--- config.mk ---
export PLATFORM = sky130hd
export DESIGN_NAME = hfp_divider
export DESIGN_NICKNAME = d
export VERILOG_FILES = /design/src/hw/rtl/hmm_forward_pass_with_cutoff_macros.svh /design/src/hw/rtl/hfp_pkg.sv /design/src/hw/rtl/hfp_divider.sv
export SDC_FILE = /design/constraint.sdc
export NUM_CORES = 1
export LEC_CHECK = 0
export ABC_AREA = 1
export BUFFER_PORTS_ARGS = -buffer_cell sky130_fd_sc_hd__buf_4
export CORE_UTILIZATION = 40
export CTS_CLUSTER_SIZE = 14
export DETAILED_ROUTE_END_ITERATION = 8
export PLACE_DENSITY = 0.67
export SLEW_MARGIN = 30
export SYNTH_ARGS = -nofsm -noshare
export SYNTH_HDL_FRONTEND = slang
export SYNTH_SLANG_ARGS = --single-unit
--- constraint.sdc ---
create_clock -name clock -period 2.3 [get_ports clock]
set_clock_uncertainty 0.2 [all_clocks]
set_input_delay 0.23 -clock clock [delete_from_list [all_inputs] [get_ports clock]]
set_output_delay 0.23 -clock clock [all_outputs]
set_load 0.05 [all_outputs]
--- src/hw/rtl/hmm_forward_pass_with_cutoff_macros.svh ---
// Assertion macros shared by the forward pass RTL.
// Needs a clock named clock and a reset named reset in the module that uses it.
`ifndef HMM_FORWARD_PASS_WITH_CUTOFF_MACROS_SVH
`define HMM_FORWARD_PASS_WITH_CUTOFF_MACROS_SVH

// Same-cycle implication.
`define HFP_ASSERT_NOW(label, ante, cons, msg) \
   label: assert property (@(posedge clock) disable iff (reset) (ante) |-> (cons)) \
      else $error(msg);

// Next-cycle implication.
`define HFP_ASSERT_NEXT(label, ante, cons, msg) \
   label: assert property (@(posedge clock) disable iff (reset) (ante) |=> (cons)) \
      else $error(msg);

`endif

--- src/hw/rtl/hfp_pkg.sv ---
// Shared constants, types and arithmetic helpers of the forward pass block.
// No dependencies.
package hfp_pkg;
   localparam int MAX_STATES = 64;
   localparam int MAX_STEPS  = 64;
   localparam int ST_W       = $clog2(MAX_STATES);
   localparam int STEP_W     = $clog2(MAX_STEPS);
   localparam int TR_AW      = 2 * ST_W;
   localparam int EM_AW      = ST_W + STEP_W;
   localparam int FW_AW      = STEP_W + ST_W;

   localparam logic [31:0] Q_ONE = 32'h4000_0000;
   localparam logic [31:0] SAT32 = 32'hFFFF_FFFF;

   localparam logic [2:0] OP_LOAD_TRANS = 3'd0;
   localparam logic [2:0] OP_LOAD_EMIT  = 3'd1;
   localparam logic [2:0] OP_LOAD_CUT   = 3'd2;
   localparam logic [2:0] OP_RUN        = 3'd3;
   localparam logic [2:0] OP_READ       = 3'd4;

   typedef struct packed {
      logic              tr_we;
      logic              em_we;
      logic              cut_we;
      logic              fw_we;
      logic [TR_AW-1:0]  tr_addr;
      logic [EM_AW-1:0]  em_addr;
      logic [STEP_W-1:0] cut_addr;
      logic [FW_AW-1:0]  fw_addr;
      logic [31:0]       wdata;
   } mem_req_type;

   typedef struct packed {
      logic [31:0] tr;
      logic [31:0] em;
      logic [31:0] cut;
      logic [31:0] fw;
   } mem_rsp_type;

   function automatic logic [31:0] q_sat(input logic [63:0] p);
      return (p[63:62] != 2'b00) ? SAT32 : p[61:30];
   endfunction

   function automatic logic [31:0] sat_add(input logic [31:0] a, input logic [31:0] b);
      logic [32:0] s;
      s = {1'b0, a} + {1'b0, b};
      return s[32] ? SAT32 : s[31:0];
   endfunction
endpackage

--- src/hw/rtl/hfp_divider.sv ---
// Restoring divider for (x << 30) / d, one quotient bit per cycle, saturating.
// Depends on hfp_pkg for the saturation constant.
module hfp_divider
   import hfp_pkg::*;
(
   input  logic        clock,
   input  logic        reset,
   input  logic        start,
   input  logic [31:0] dividend,
   input  logic [31:0] divisor,
   output logic        done,
   output logic [31:0] quotient
);
   logic        active_ff, active_in;
   logic        done_ff, done_in;
   logic [5:0]  cnt_ff, cnt_in;
   logic [61:0] num_ff, num_in;
   logic [31:0] rem_ff, rem_in;
   logic [31:0] q_ff, q_in;
   logic        ovf_ff, ovf_in;
   logic [32:0] trial;

   always_comb begin
      active_in = active_ff;
      done_in   = 1'b0;
      cnt_in    = cnt_ff;
      num_in    = num_ff;
      rem_in    = rem_ff;
      q_in      = q_ff;
      ovf_in    = ovf_ff;
      trial     = {rem_ff, num_ff[61]};
      if (start) begin
         active_in = 1'b1;
         cnt_in    = 6'd61;
         num_in    = {dividend, 30'b0};
         rem_in    = '0;
         q_in      = '0;
         ovf_in    = 1'b0;
      end else if (active_ff) begin
         ovf_in = ovf_ff | q_ff[31];
         num_in = {num_ff[60:0], 1'b0};
         if (trial >= {1'b0, divisor}) begin
            rem_in = 32'(trial - {1'b0, divisor});
            q_in   = {q_ff[30:0], 1'b1};
         end else begin
            rem_in = trial[31:0];
            q_in   = {q_ff[30:0], 1'b0};
         end
         cnt_in = cnt_ff - 6'd1;
         if (cnt_ff == 6'd0) begin
            active_in = 1'b0;
            done_in   = 1'b1;
         end
      end
   end

   always_ff @(posedge clock) begin
      if (reset) begin
         active_ff <= 1'b0;
         done_ff   <= 1'b0;
      end else begin
         active_ff <= active_in;
         done_ff   <= done_in;
      end
      cnt_ff <= cnt_in;
      num_ff <= num_in;
      rem_ff <= rem_in;
      q_ff   <= q_in;
      ovf_ff <= ovf_in;
   end

   assign done     = done_ff;
   assign quotient = ovf_ff ? SAT32 : q_ff;
endmodule

==> flow_summary.toml <==
[run_status]
status = "finished clean"

[synth]
async_flop_share_pct = 0
yosysWarnings = 0
synth_cell_type_count = 37
syn_nets = 1192
synthFlopType = "dfxtp_1"
ys_ff_latch = 105
yosysSeqAreaShare_pct = 34.71
netlist_area_sq_um = 6979
syn_area_per_cell_sq_um = 6.403
synth_edf_count = 32
synth_cells = 1090

[power_and_ir_drop]
p_per_area_nw_per_um2 = 433.1
leakagePower_nw = 5.198
ir_worst_vdd_mv = 0.3381

[timing]
setup_viol = 0
final_hold_viol_count = 0
period_minus_slack_ps = 2196
hold_ws_ps = 138.9
fmax_mhz = 455.4
tightestPinTransition_ps = 571.7
relSlewSlack_pct = 61.81
fin_crit_sh_pct = 95.48
maxSlewViolCount = 0

[critical_path]
cp-end-kind = "flip-flop"
slowest_delay_ps = 390
crit_top_cell = "nand2_1"
cp_max_fo = 7
cp.required_ps = 2360
startpoint_type = "flip-flop"
worstPathArrival_ps = 2260
critPathKind = "flip-flop to flip-flop"
cp_slowest_cell = "dfxtp_2"
crit_chain = "ha_4, nand2_2, inv_2, a21oi_2, nand2_1, nand2_1, nand2_2, a21oi_4, nand2_8, clkbuf_16, nand2_2, nand2_1, nand2_1, nand2_1"

[floorplan]
initial_core_util_pct = 41.50
dieArea_sq_um = 17980
core_sq_um = 16820
die_w_um = 134.1
row_count = 47
die_y_um = 134.1
io_pins = 100

[cts]
insertion_delay_ps = 360
cts_max_level = 3
root_buffer = "clkbuf_16"
cts_tree = "yes"
cts_made_buffers = 9
cts.clk_slew.worst_paths_ps = 80
cts_sinks = 105
cts_max_path_buffers = 2

[cells_and_area]
antenna_cells = 0
layout-drive-gt1-share_pct = 25.99
regArea_sq_um = 2466
nets = 1382
most-common-layout-cells = "nand2_1, inv_1, buf_4, nand3_1, dfxtp_1"
multi_input_area_sq_um = 4263
utilization_pct = 57.89
synthToLayoutAreaGrowth_pct = 39.49
final_common_cell = "nand2_1"
fill_cells = 1591

[drt]
vias_per_cell = 4.764
postRouteAntennaNets = 0
drc = 0
dr_wl_met2_um = 9597
wirelength_um = 19680
top_layer_used = "met4"
dr.pass1.iters = 5
vias = 7170
drtIter0Drc = 382
wl_per_cell_um = 13.08
wl_met1_um = 8751
wl_met3_um = 1047

[hold_path]
min_path_type = "primary input to flip-flop"

[placement]
place_hpwl_um = 13870
gp_routability_congestion = 0.9133
io_buffer_count = 99

[grt]
antenna_found_initial = 0
grt-ovfl-total = 0
grt_start_max_net_pins = 35
grt_pass1_vias = 6803
grt_usage_pct = 21.71
grt_pass1_wl_um = 31440

[job]
cap_violations = 0
cell type report:
| type | count | area share, % |
|---|---|---|
| multi-input cells | 773 | 43.79 |
| well taps | 220 | 2.827 |
| clock inverters | 7 | 0.8354 |
| clock buffers | 9 | 2.313 |
| inverters | 182 | 7.056 |
| repair buffers | 209 | 17.85 |
| flip-flops and latches | 105 | 25.33 |
through the flow:
stage,setup slack [ps],std cells,TNS (ps),total power [W],instance area [sq um]
2_1_floorplan,30.49,1090,0,0.002326,6979
6_report,104.1,1505,0,0.004216,9736
5_1_grt,-30.94,1505,-168.1,0.004415,9736
3_5_place_dp,-45.45,1446,-782.2,0.002549,8407
4_1_cts,2.850,1496,0,0.004195,9064
3_3_place_gp,-43.99,1446,-671.5,0.002544,8407
synth_stat cells, types with 3 or more instances:
master | number | area share [%]
xor2_1 | 10 | 1.3
edfxtp_1 | 32 | 14
dfxtp_1 | 73 | 21
a21oi_2 | 3 | 0.38
and2_1 | 5 | 0.45
buf_2 | 5 | 0.36
inv_1 | 175 | 9.4
o21bai_1 | 6 | 0.65
nor2_2 | 4 | 0.36
nand2_1 | 481 | 26
nand3b_1 | 13 | 1.4
nand2_2 | 16 | 1.4
nor2_1 | 54 | 2.9
clkinv_1 | 3 | 0.16
nor3_1 | 8 | 0.57
xnor2_1 | 4 | 0.50
clkbuf_1 | 19 | 1.0
ha_1 | 34 | 6.1
nand4_1 | 8 | 0.72
buf_6 | 3 | 0.48
nand3_1 | 61 | 4.4
o21ai_0 | 5 | 0.36
inv_2 | 4 | 0.22
o22ai_1 | 33 | 3.0
a21oi_1 | 19 | 1.4
cell families after synthesis:
logic type	synth area share [%]
buffers and inverters	12.10
and+or+nand+nor	38.90
DFF	34.71
adders and majority gates	6.382
xor gates and xnor gates	1.757
AOI/OAI and AO/OA	6.149
worst paths after layout:
kind | start | end | slack (ps) | cells after the start
worst min register to register | rem_ff[24]$_SDFFE_PP0P_ | rem_ff[24]$_SDFFE_PP0P_ | 270 | 2
worst max register to register | rem_ff[22]$_SDFFE_PP0P_ | rem_ff[5]$_SDFFE_PP0P_ | 100 | 14
worst max-delay path | rem_ff[22]$_SDFFE_PP0P_ | rem_ff[5]$_SDFFE_PP0P_ | 100 | 14
worst min-delay path | divisor[0] | rem_ff[0]$_SDFFE_PP0P_ | 140 | 7
critical path, delay by kind of cell (launching register included):
kind | cells | cell delay [ps]
simple gates | 9 | 660
flops | 1 | 390
compound gates | 2 | 370
buf+inv | 2 | 240
fa+ha+maj | 1 | 230
where the power goes:
part	switching (W)	internal [W]	total, W
registers	0.0000224	0.00198	0.00200
logic	0.000324	0.000297	0.000622
clock network	0.000820	0.000775	0.00160
flip-flops by register name, summed over array words and instances (netlist names):
register	count
ovf_ff	1
num_ff	32
q_ff	32
done	1
cnt_ff	6
rem_ff	32
active_ff	1
repair_timing:
action	CTS	global route
setup endpoints to repair	11	41
hold endpoints to repair	37	0
pin swaps	0	20
hold buffers	34	0
resized for setup	3	123
cloned	0	1
buffers inserted	0	8
routing by layer:
layer  track usage (%)  vias to the layer above
met4             3.933                        0
met5                 0                        -
met3             4.724                       22
li1                  -                     3735
met1             27.09                     3240
met2             38.54                      173
Note: power is estimated with default switching activity, not from simulation.
